File: src/design/fim_pkg.sv
// Shared types and constants for the frame interval monitor.
`default_nettype none
package fim_pkg;

	localparam int unsigned STAMP_W    = 64;
	localparam int unsigned IVAL_W     = 32;
	localparam int unsigned RATE_W     = 16;
	localparam int unsigned TPS_W      = 32;
	localparam int unsigned ACC_W      = 33;
	localparam int unsigned OUT_DATA_W = 144;

	localparam logic [TPS_W-1:0] TPS_RESET = 32'd1000;

	typedef enum logic [1:0] {
		ACT_TICK    = 2'd0,
		ACT_RESTART = 2'd1,
		ACT_STOP    = 2'd2,
		ACT_RESUME  = 2'd3
	} action_t;

	typedef enum logic [2:0] {
		ST_IDLE,
		ST_EXEC,
		ST_CMP,
		ST_UPD,
		ST_DSTART,
		ST_DIV,
		ST_OUT
	} state_t;

	typedef struct packed {
		logic capture;
		logic exec_tick;
		logic exec_other;
		logic compare;
		logic update;
		logic div_start;
		logic div_clear;
		logic out_load;
	} cmd_t;

	typedef struct packed {
		logic is_tick;
		logic window_empty;
		logic div_done;
		logic out_free;
	} status_t;

endpackage
`default_nettype wire

File: src/design/fim_ctrl.sv
// Sequencing state machine for the frame interval monitor.
`default_nettype none
module fim_ctrl (
	input  wire              clk,
	input  wire              arst_n,
	input  wire              s_tvalid,
	output logic             s_tready,
	input  fim_pkg::status_t status,
	output fim_pkg::cmd_t    cmd
);
	import fim_pkg::*;

	state_t state_q;
	state_t state_nx;

	always_ff @(posedge clk or negedge arst_n) begin
		if (!arst_n) begin
			state_q <= ST_IDLE;
		end else begin
			state_q <= state_nx;
		end
	end

	always_comb begin
		state_nx = state_q;
		cmd      = '0;
		s_tready = 1'b0;
		case (state_q)
			ST_IDLE: begin
				s_tready = 1'b1;
				if (s_tvalid) begin
					cmd.capture = 1'b1;
					state_nx    = ST_EXEC;
				end
			end
			ST_EXEC: begin
				if (status.is_tick) begin
					cmd.exec_tick = 1'b1;
					state_nx      = ST_CMP;
				end else begin
					cmd.exec_other = 1'b1;
					state_nx       = ST_OUT;
				end
			end
			ST_CMP: begin
				cmd.compare = 1'b1;
				state_nx    = ST_UPD;
			end
			ST_UPD: begin
				cmd.update = 1'b1;
				state_nx   = ST_DSTART;
			end
			ST_DSTART: begin
				if (status.window_empty) begin
					cmd.div_clear = 1'b1;
					state_nx      = ST_OUT;
				end else begin
					cmd.div_start = 1'b1;
					state_nx      = ST_DIV;
				end
			end
			ST_DIV: begin
				if (status.div_done) begin
					state_nx = ST_OUT;
				end
			end
			ST_OUT: begin
				if (status.out_free) begin
					cmd.out_load = 1'b1;
					state_nx     = ST_IDLE;
				end
			end
			default: begin
				state_nx = ST_IDLE;
			end
		endcase
	end

endmodule
`default_nettype wire

File: src/design/fim_div.sv
// Restoring divider, one quotient bit per cycle.
`default_nettype none
module fim_div #(
	parameter int unsigned DW = 39,
	parameter int unsigned VW = 7
) (
	input  wire           clk,
	input  wire           arst_n,
	input  wire           start,
	input  wire  [DW-1:0] dividend,
	input  wire  [VW-1:0] divisor,
	output logic [DW-1:0] quotient,
	output logic          done
);
	localparam int unsigned CW = $clog2(DW + 1);

	logic [DW-1:0] quo_q;
	logic [VW-1:0] rem_q;
	logic [VW-1:0] div_q;
	logic [CW-1:0] cnt_q;
	logic          busy_q;
	logic          done_q;
	logic [VW:0]   trial;
	logic          fits;
	logic [VW:0]   diff;

	assign trial = {rem_q, quo_q[DW-1]};
	assign fits  = trial >= {1'b0, div_q};
	assign diff  = trial - {1'b0, div_q};

	always_ff @(posedge clk or negedge arst_n) begin
		if (!arst_n) begin
			busy_q <= 1'b0;
			done_q <= 1'b0;
			cnt_q  <= '0;
		end else begin
			done_q <= 1'b0;
			if (start) begin
				busy_q <= 1'b1;
				cnt_q  <= CW'(DW);
			end else if (busy_q) begin
				cnt_q <= cnt_q - 1'b1;
				if (cnt_q == CW'(1)) begin
					busy_q <= 1'b0;
					done_q <= 1'b1;
				end
			end
		end
	end

	always_ff @(posedge clk) begin
		if (start) begin
			quo_q <= dividend;
			rem_q <= '0;
			div_q <= divisor;
		end else if (busy_q) begin
			quo_q <= {quo_q[DW-2:0], fits};
			rem_q <= fits ? diff[VW-1:0] : trial[VW-1:0];
		end
	end

	assign quotient = quo_q;
	assign done     = done_q;

endmodule
`default_nettype wire

File: src/design/fim_datapath.sv
// Interval, window, frame-rate and output registers of the frame interval monitor.
`default_nettype none
module fim_datapath #(
	parameter int unsigned WINDOW_DEPTH = 64
) (
	input  wire                                clk,
	input  wire                                arst_n,
	input  fim_pkg::cmd_t                      cmd,
	output fim_pkg::status_t                   status,
	input  wire  [63:0]                        s_tdata,
	input  wire  [1:0]                         s_tuser,
	output logic                               m_tvalid,
	input  wire                                m_tready,
	output logic [fim_pkg::OUT_DATA_W-1:0]     m_tdata,
	input  wire                                cfg_we,
	input  wire  [fim_pkg::TPS_W-1:0]          cfg_wdata
);
	import fim_pkg::*;

	localparam int unsigned HEAD_W = (WINDOW_DEPTH > 1) ? $clog2(WINDOW_DEPTH) : 1;
	localparam int unsigned CNT_W  = $clog2(WINDOW_DEPTH + 1);
	localparam int unsigned SUM_W  = IVAL_W + CNT_W;

	logic [IVAL_W-1:0]  win_mem [WINDOW_DEPTH];
	logic [IVAL_W-1:0]  rd_q;

	logic [TPS_W-1:0]   tps_q;
	action_t            action_q;
	logic [STAMP_W-1:0] stamp_q;
	logic [STAMP_W-1:0] last_q;
	logic [STAMP_W-1:0] start_q;
	logic [IVAL_W-1:0]  iv_q;
	logic               take_q;
	logic [HEAD_W-1:0]  head_q;
	logic [CNT_W-1:0]   count_q;
	logic [SUM_W-1:0]   sum_q;
	logic [IVAL_W-1:0]  mean_q;
	logic [RATE_W-1:0]  fts_q;
	logic [ACC_W-1:0]   acc_q;
	logic [RATE_W-1:0]  rate_q;
	logic               stopped_q;
	logic               out_valid_q;
	logic [OUT_DATA_W-1:0] out_data_q;

	logic [STAMP_W-1:0] raw;
	logic [IVAL_W-1:0]  iv_sat;
	logic [IVAL_W-1:0]  diff;
	logic [RATE_W-1:0]  fts_nx;
	logic [ACC_W-1:0]   acc_nx;
	logic               full;
	logic [SUM_W-1:0]   sum_nx;
	logic [HEAD_W-1:0]  head_nx;
	logic [SUM_W-1:0]   quo;
	logic               div_done;

	assign raw    = stamp_q - last_q;
	assign iv_sat = (|raw[STAMP_W-1:IVAL_W]) ? '1 : raw[IVAL_W-1:0];
	assign diff   = (iv_q >= mean_q) ? (iv_q - mean_q) : (mean_q - iv_q);
	assign fts_nx = (fts_q == '1) ? fts_q : fts_q + 1'b1;
	assign acc_nx = acc_q + ACC_W'(iv_q);
	assign full   = count_q == CNT_W'(WINDOW_DEPTH);
	assign sum_nx = sum_q - (full ? SUM_W'(rd_q) : '0) + SUM_W'(iv_q);
	assign head_nx = (head_q == HEAD_W'(WINDOW_DEPTH - 1)) ? '0 : head_q + 1'b1;

	fim_div #(
		.DW(SUM_W),
		.VW(CNT_W)
	) u_div (
		.clk     (clk),
		.arst_n  (arst_n),
		.start   (cmd.div_start),
		.dividend(sum_q),
		.divisor (count_q),
		.quotient(quo),
		.done    (div_done)
	);

	always_ff @(posedge clk) begin
		if (cmd.compare) begin
			rd_q <= win_mem[head_q];
		end
		if (cmd.update && take_q) begin
			win_mem[head_q] <= iv_q;
		end
	end

	always_ff @(posedge clk) begin
		if (cmd.capture) begin
			action_q <= action_t'(s_tuser);
			stamp_q  <= s_tdata;
		end
		if (cmd.exec_tick) begin
			iv_q <= iv_sat;
		end else if (cmd.exec_other) begin
			iv_q <= '0;
		end
		if (cmd.compare) begin
			take_q <= {1'b0, diff} < {1'b0, tps_q};
		end
		if (cmd.out_load) begin
			out_data_q <= {stamp_q - start_q, rate_q, iv_q, mean_q};
		end
	end

	always_ff @(posedge clk or negedge arst_n) begin
		if (!arst_n) begin
			tps_q       <= TPS_RESET;
			last_q      <= '0;
			start_q     <= '0;
			head_q      <= '0;
			count_q     <= '0;
			sum_q       <= '0;
			mean_q      <= '0;
			fts_q       <= '0;
			acc_q       <= '0;
			rate_q      <= '0;
			stopped_q   <= 1'b0;
			out_valid_q <= 1'b0;
		end else begin
			if (cfg_we) begin
				tps_q <= cfg_wdata;
			end
			if (cmd.exec_tick) begin
				last_q <= stamp_q;
			end
			if (cmd.exec_other) begin
				case (action_q)
					ACT_RESTART: begin
						last_q    <= stamp_q;
						start_q   <= stamp_q;
						head_q    <= '0;
						count_q   <= '0;
						sum_q     <= '0;
						mean_q    <= '0;
						fts_q     <= '0;
						acc_q     <= '0;
						rate_q    <= '0;
						stopped_q <= 1'b0;
					end
					ACT_STOP: begin
						stopped_q <= 1'b1;
					end
					ACT_RESUME: begin
						if (stopped_q) begin
							last_q    <= stamp_q;
							stopped_q <= 1'b0;
						end
					end
					default: begin
						stopped_q <= stopped_q;
					end
				endcase
			end
			if (cmd.compare) begin
				if (acc_nx > ACC_W'(tps_q)) begin
					rate_q <= fts_nx;
					fts_q  <= '0;
					acc_q  <= '0;
				end else begin
					fts_q <= fts_nx;
					acc_q <= acc_nx;
				end
			end
			if (cmd.update && take_q) begin
				sum_q  <= sum_nx;
				head_q <= head_nx;
				if (!full) begin
					count_q <= count_q + 1'b1;
				end
			end
			if (cmd.div_clear) begin
				mean_q <= '0;
			end else if (div_done) begin
				mean_q <= quo[IVAL_W-1:0];
			end
			if (cmd.out_load) begin
				out_valid_q <= 1'b1;
			end else if (m_tready) begin
				out_valid_q <= 1'b0;
			end
		end
	end

	assign status.is_tick      = action_q == ACT_TICK;
	assign status.window_empty = count_q == '0;
	assign status.div_done     = div_done;
	assign status.out_free     = !out_valid_q || m_tready;

	assign m_tvalid = out_valid_q;
	assign m_tdata  = out_data_q;

endmodule
`default_nettype wire

File: src/design/frame_interval_monitor_unit.sv
// Top level of the frame interval monitor.
//
// Takes one timestamped action at a time and returns one result transaction for each.
// Restart, stop and resume go from capture through execution straight to the output
// register. A tick passes compare and window update, then the bit-serial divider that
// forms the window mean, one quotient bit per cycle over the width of the window sum,
// 32 + clog2(WINDOW_DEPTH+1) bits. A tick that leaves the window empty skips the
// divider. The result sits in an output register, so the next transaction is accepted
// while a result waits to be taken.
// The interval window is a single-port memory with no clearing pass; restart only resets
// its fill count, write pointer and running sum.
`default_nettype none
module frame_interval_monitor_unit #(
	parameter int unsigned WINDOW_DEPTH = 64
) (
	input  wire          clk,
	input  wire          arst_n,
	input  wire          s_tvalid,
	output logic         s_tready,
	input  wire  [63:0]  s_tdata,   // timestamp[63:0]
	input  wire  [1:0]   s_tuser,   // action[1:0]
	output logic         m_tvalid,
	input  wire          m_tready,
	output logic [143:0] m_tdata,   // average_interval[31:0], last_interval[63:32],
	                                // frame_rate[79:64], time_since_start[143:80]
	input  wire          cfg_we,
	input  wire  [31:0]  cfg_wdata  // ticks_per_second
);
	import fim_pkg::*;

	cmd_t    cmd;
	status_t status;

	fim_ctrl u_ctrl (
		.clk     (clk),
		.arst_n  (arst_n),
		.s_tvalid(s_tvalid),
		.s_tready(s_tready),
		.status  (status),
		.cmd     (cmd)
	);

	fim_datapath #(
		.WINDOW_DEPTH(WINDOW_DEPTH)
	) u_datapath (
		.clk      (clk),
		.arst_n   (arst_n),
		.cmd      (cmd),
		.status   (status),
		.s_tdata  (s_tdata),
		.s_tuser  (s_tuser),
		.m_tvalid (m_tvalid),
		.m_tready (m_tready),
		.m_tdata  (m_tdata),
		.cfg_we   (cfg_we),
		.cfg_wdata(cfg_wdata)
	);

endmodule
`default_nettype wire

File: config.mk
export PLATFORM = sky130hd
export DESIGN_NAME = frame_interval_monitor_unit
export DESIGN_NICKNAME = d
export VERILOG_FILES = /design/src/design/fim_pkg.sv /design/src/design/fim_ctrl.sv /design/src/design/fim_div.sv /design/src/design/fim_datapath.sv /design/src/design/frame_interval_monitor_unit.sv
export SDC_FILE = /design/constraint.sdc
export NUM_CORES = 2
export LEC_CHECK = 0
export ABC_CLOCK_PERIOD_IN_PS = 11010
export BUFFER_PORTS_ARGS = -buffer_cell sky130_fd_sc_hd__buf_2
export CORE_MARGIN = 10
export CORE_UTILIZATION = 40
export CTS_CLUSTER_SIZE = 16
export DETAILED_ROUTE_END_ITERATION = 8
export GPL_TIMING_DRIVEN = 1
export PLACE_DENSITY = 0.56
export SLEW_MARGIN = 0
export SYNTH_ARGS = -nofsm -noshare
export SYNTH_HDL_FRONTEND = slang
export SYNTH_SLANG_ARGS = --single-unit
export TNS_END_PERCENT = 10
File: constraint.sdc
create_clock -name clk -period 11.01 [get_ports clk]
set_input_delay 1.6515 -clock clk [delete_from_list [all_inputs] [get_ports clk]]
set_output_delay 1.6515 -clock clk [all_outputs]
set_load 0.05 [all_outputs]
# Word level (Yosys, flattened, before mapping)
# Memory sizes are Yosys's and may differ from the RTL's. A register that Yosys moved wholly into a read port is not among the register bits.
# Index checks and enable logic that the tools add are counted.
# totals
ff_bits	618
ram_bits	2048
in_bits	103
output_inout_bits	146
wordCells	153
memories	1
# op_classes
add_sub_neg	12
magnitude_cmp	4
n_eq_ne	16
muxes	72
n_reduce_logical	24
# memory_table
memory	words	width	read_ports	rd_clocked_by_memory_dff	write_ports	line	source
u_datapath.win_mem	64	32	1	1	1	fim_datapath.sv:24	logic [IVAL_W-1:0] win_mem [WINDOW_DEPTH];
# op_table
cell	count
two-way mux 32 bit	9
two-way mux 39 bit	5
two-way mux 64 bit	3
two-way mux 16 bit	9
two-way mux 33 bit	4
case mux 64 bit (2 select lines)	1
subtractor 64 bit	2
subtractor 32 bit	2
adder 39 x 32 -> 39 bit	1
subtractor 39 bit	1
two-way mux 6 bit	6
two-way mux 7 bit	5
adder 33 x 32 -> 33 bit	1
> comparator 33 x 32 -> 1 bit	1
>= comparator 32 bit	1
less-than comparator 32 bit	1
OR reduction 32 bit	1
two-way mux 1 bit	21
case mux 3 bit (7 select lines)	1
adder 16 x 1 -> 16 bit, second input constant	1
equality test 16 bit, second input constant	1
nonzero test 2 bit	8
two-way mux 3 bit	4
AND reduction 2 bit	5
26 further kinds	34

# Logic depth before layout (Yosys ltp)
# depth
depth_word	7
depth_mapped	28
mapped_depth_nobuf	27

# Hierarchy
# A second synthesis with hierarchy kept.
# hier_totals
hier_cells	8097
hier_area_um2	115166.7
# by_module_without_submodules
mod	instances	cells_each	area_per_inst_um2	seq_area_each_um2
fim_datapath	1	7836	111847.3	77546.9
fim_div	1	232	3045.4	1721.7
fim_ctrl	1	29	274.0	75.1

# Worst setup path after synthesis
# Ideal clock, no wire load.
# synth_path
kind	input to register
from	input port m_tready
to	register u_datapath.out_data_q[0], in the netlist u_datapath.m_tdata[0], enable pin
setup_ps	854
t_arrival_ps	12244
t_required_ps	10156
slack_ps	-2088
path_stages	2
n_path_buf	0
path_cell_list	nand2b_1 nor3b_1
# synth_rtl
item	line	source
start, declared	frame_interval_monitor_unit.sv:23	input wire m_tready,
end signal, assigned	fim_datapath.sv:101	out_data_q <= {stamp_q - start_q, rate_q, iv_q, mean_q};
end, declared	fim_datapath.sv:43	logic [OUT_DATA_W-1:0] out_data_q;

# Worst setup path after layout
# layout_path
from	register u_datapath.iv_q[10]
to	register u_datapath.fts_q[0]
# layout_between
elab_chain_len	4
# layout_lines
item	line	source
start, declared	fim_datapath.sv:32	logic [IVAL_W-1:0] iv_q;
start signal, assigned	fim_datapath.sv:93	iv_q <= iv_sat;
adder 33 x 32 -> 33 bit	fim_datapath.sv:60	assign acc_nx = acc_q + ACC_W'(iv_q);
> comparator 33 x 32 -> 1 bit	fim_datapath.sv:155	if (acc_nx > ACC_W'(tps_q)) begin
two-way mux 16 bit	fim_datapath.sv:155	
two-way mux 16 bit	fim_datapath.sv:154	if (cmd.compare) begin
end signal, assigned	fim_datapath.sv:160	fts_q <= fts_nx;
end, declared	fim_datapath.sv:38	logic [RATE_W-1:0] fts_q;
# No other way between the ends.
# A chain may end at the register's enable or synchronous reset.

==> results.sh <==
export IMPL_ys_types=89
export IMPL_clock_root_buffer="clkbuf_16"
export IMPL_drive_above_1_share_pct=11.58
export IMPL_ys_seq_elements=2698
export IMPL_path_class="reg -> reg"
export IMPL_synth_edff_count=2369
export IMPL_met2_usage_pct=37.91
export IMPL_static_leakage_power_uw=0.04503
export IMPL_drcViolationCount=0
export IMPL_num_rows=196
export IMPL_finalHoldWorstSlack_ps=449.3
export IMPL_cts_clk_slew_worst_paths_ps=60
export IMPL_fp_dieArea_sq_um=307500
export IMPL_cp_required_ps=11830
export IMPL_critical_path_max_stage_delay_ps=1050
export IMPL_grt_remaining_overflow=0
export IMPL_clockBufferDepth=4
export IMPL_grt_util_met3_pct=3.558
export IMPL_grt_max_degree=102
export IMPL_slew_violations=0
export IMPL_yosys_warnings=0
export IMPL_finalCoreUtilization_pct=45.71
export IMPL_grt_busiest_layer="met2"
export IMPL_synth_main_ff_cell="edfxtp_1"
export IMPL_syn_area_per_cell_sq_um=14.01
export IMPL_timing_critical_path_cells="buf_4 > ha_1 > a21oi_1 > a21boi_0 > o211a_1 > a2111oi_0 > o21ai_0 > nand3_1 > nand2_1 > a21o_1 > a21oi_1 > xnor2_1 > ha_1 > a21oi_1 > nand3_1 > a221oi_1 > o21ai_0 > a211oi_1 > o211ai_1 > mux2i_1 > nor2_1 > nor2_4 > a21o_1 > mux2_2"
export IMPL_cts_setup_buffers=0
export IMPL_start_kind="register"
export IMPL_cts_tree="done"
export IMPL_total_power_uw=35210
export IMPL_synth_fp_nets=8635
export IMPL_synth_cell_area_sq_um=114300
export IMPL_die_outline_width_um=554.5
export IMPL_dieHeight_um=554.5
export IMPL_tritoncts_num_sinks=2698
export IMPL_core_sq_um=284700
export IMPL_fin_cells=12440
export IMPL_grt_pass1_wl_um=532900
export IMPL_initial_utilization_pct=40.14
export IMPL_grt_util_met1_pct=32.46
export IMPL_vias=74250
export IMPL_drt_pass1_iterations=6
export IMPL_first_global_vias=72480
export IMPL_layout_commonest_cell="edfxtp_1"
export IMPL_cts_repair_resize_count=0
export IMPL_register_area_sq_um=79340
export IMPL_cp_data_arrival_time_ps=8780
export IMPL_fillerInstances=25060
export IMPL_timing_slew_headroom_pct=10.82
export IMPL_cts_htree_levels=5
export IMPL_multi_input_gate_area_in_the_final_layout_sq_um=32460
export IMPL_outcome="complete, no violations"
export IMPL_highest_count_cells_in_the_layout_ignoring_fill_and_taps="2369 x edfxtp_1, 606 x a22oi_1, 496 x nand2_1, 456 x o21ai_0, 402 x inv_1"
export IMPL_ant_nets=0
export IMPL_max_freq_ghz=0.1257
export IMPL_post_route_period_util_pct=72.28
export IMPL_global_placer_s_final_weighted_congestion=0.9020
export IMPL_regToRegSetupSlack_ps=3050
export IMPL_power_density_nw_per_um2=270.6
export IMPL_ctsHoldBuffers=0
export IMPL_hold_path_class="reg -> reg"
export IMPL_routed_wire_length_per_instance_um=29.95
export IMPL_drt_vias_per_instance=5.969
export IMPL_insertion_delay_ps=900
export IMPL_postSynth_asyncResetShare_pct=11.93
export IMPL_synthToLayoutAreaGrowth_pct=13.86
export IMPL_grt_antenna_before_repair=23
export IMPL_max_cap_viol_count=0
export IMPL_setup_viol=0
export IMPL_detailed_place_hpwl_um=228300
export IMPL_crit_path_top_delay_cell="nor2_4"
export IMPL_nNetsFinal=8938
export IMPL_postRouteWirelength_um=372500
export IMPL_number_of_top_level_design_ports=249
export IMPL_critical_path_max_fanout=50
export IMPL_end_kind="register"
export IMPL_dp_cell_count=11930
export IMPL_port_buffers=248
export IMPL_synthCells=8158
export IMPL_final_setup_tns_ps=0
export IMPL_max_slew_worst_pin_slew_ps=1335
export IMPL_fin_skew_ps=67.50
export IMPL_grt_use_total_pct=23.33
export IMPL_peak_supply_drop_mv=0.1731
export IMPL_finalWorstPathRequiredPeriod_ps=7958
export IMPL_hold_viol_final=0
export IMPL_synth_seq_area_share_pct=69.42
export IMPL_cts_buffers_inserted=291
export IMPL_setup_repair_after_global_routing_missed_its_margin="no"
export IMPL_path_common_cell="a21oi_1"
export IMPL_drt_iter0_markers=8123
[worst paths after layout]
check,startpoint,endpoint,cells after the start
max,u_datapath.iv_q[10]$_SDFFCE_PN0P_,u_datapath.fts_q[0]$_DFFE_PN0P_,24
min,u_datapath.rate_q[5]$_DFF_PN0_,u_datapath.m_tdata[69]$_DFFE_PP_,0
max reg2reg,u_datapath.iv_q[10]$_SDFFCE_PN0P_,u_datapath.fts_q[0]$_DFFE_PN0P_,24
min reg2reg,u_datapath.rate_q[5]$_DFF_PN0_,u_datapath.m_tdata[69]$_DFFE_PP_,0
max in group asynchronous,arst_n,u_datapath.acc_q[0]$_DFFE_PN0P_,3
min in group asynchronous,arst_n,u_datapath.start_q[43]$_DFFE_PN0P_,1
[per-stage QoR]
stage	setup slack, ps	instance area (sq um)
3_5_place_dp	3225	121000
6_report	3052	130100
2_1_floorplan	3088	114300
3_3_place_gp	3279	121000
4_1_cts	3247	130100
5_1_grt	2327	130100
[logic make-up (layout without fill, tap and decap cells)]
logic type / after synthesis / count (layout) / synth area share, %
flops: 2698 / 2698 / 69.42
buf+inv: 850 / 1361 / 2.817
simple gates: 1360 / 1360 / 5.652
other cells: 0 / 8 / 0
fa+ha+maj: 374 / 374 / 4.344
compound gates: 2635 / 2635 / 15.87
mux: 31 / 31 / 0.2825
xor+xnor: 210 / 210 / 1.609
[state kept, by name, indices dropped and copies added (netlist names), 16 cells and up]
register                   count
u_datapath.mean_q             32
u_datapath.last_q             64
u_datapath.acc_q              33
u_datapath.fts_q              16
u_datapath.iv_q               32
u_datapath.win_mem          2048
u_datapath.tps_q              32
u_datapath.sum_q              39
u_datapath.stamp_q            64
u_datapath.rate_q             16
u_datapath.rd_q               32
u_datapath.m_tdata           144
u_datapath.u_div.quotient     39
u_datapath.start_q            64
[where the power goes]
group          switching [uW]  internal (uW)  leakage [uW]
Sequential                541          12500        0.0258
Clock                    4030           5480       0.00442
Combinational            8500           4140        0.0148
[worst max-delay path, delay by kind of cell, from the launching register on]
family / cells / cell delay, ps
AO/OA/AOI/OAI: 13 / 3530
XOR/XNOR: 1 / 110
adder cells (fa/ha/maj): 2 / 600
buffers and inverters: 1 / 600
flip-flops: 1 / 1040
multiplexers: 2 / 360
AND/OR/NAND/NOR: 5 / 1650
[synth_stat cells, types with 258 or more instances]
master       n  area (sq um)
nor2_1     272          1021
inv_1      403          1513
edfxtp_1  2369         71140
ha_1       336          4204
a22o_1     281          2461
nand2_1    497          1866
a21oi_1    396          1982
a31oi_1    258          1614
a22oi_1    606          4549
dfrtp_1    316          7908
o21ai_0    456          2282
clkbuf_1   358          1344
[cell type report]
class / instances / share of cell area (%)
Sequential cell: 2698 / 60.97
Multi-Input combinational cell: 4610 / 24.95
Clock buffer: 367 / 6.001
Tap cell: 3762 / 3.617
Timing Repair Buffer: 456 / 2.286
Inverter: 404 / 1.165
Clock inverter: 134 / 0.9951
Antenna cell: 8 / 0.01538
[metal layers]
layer / vias to the layer above / share of wire, %
li1: 32630 / -
met1: 37810 / 42
met5: - / 0.0091
met2: 3299 / 46
met4: 6 / 3.3
met3: 510 / 8.1
(Power assumes the default switching activity.)
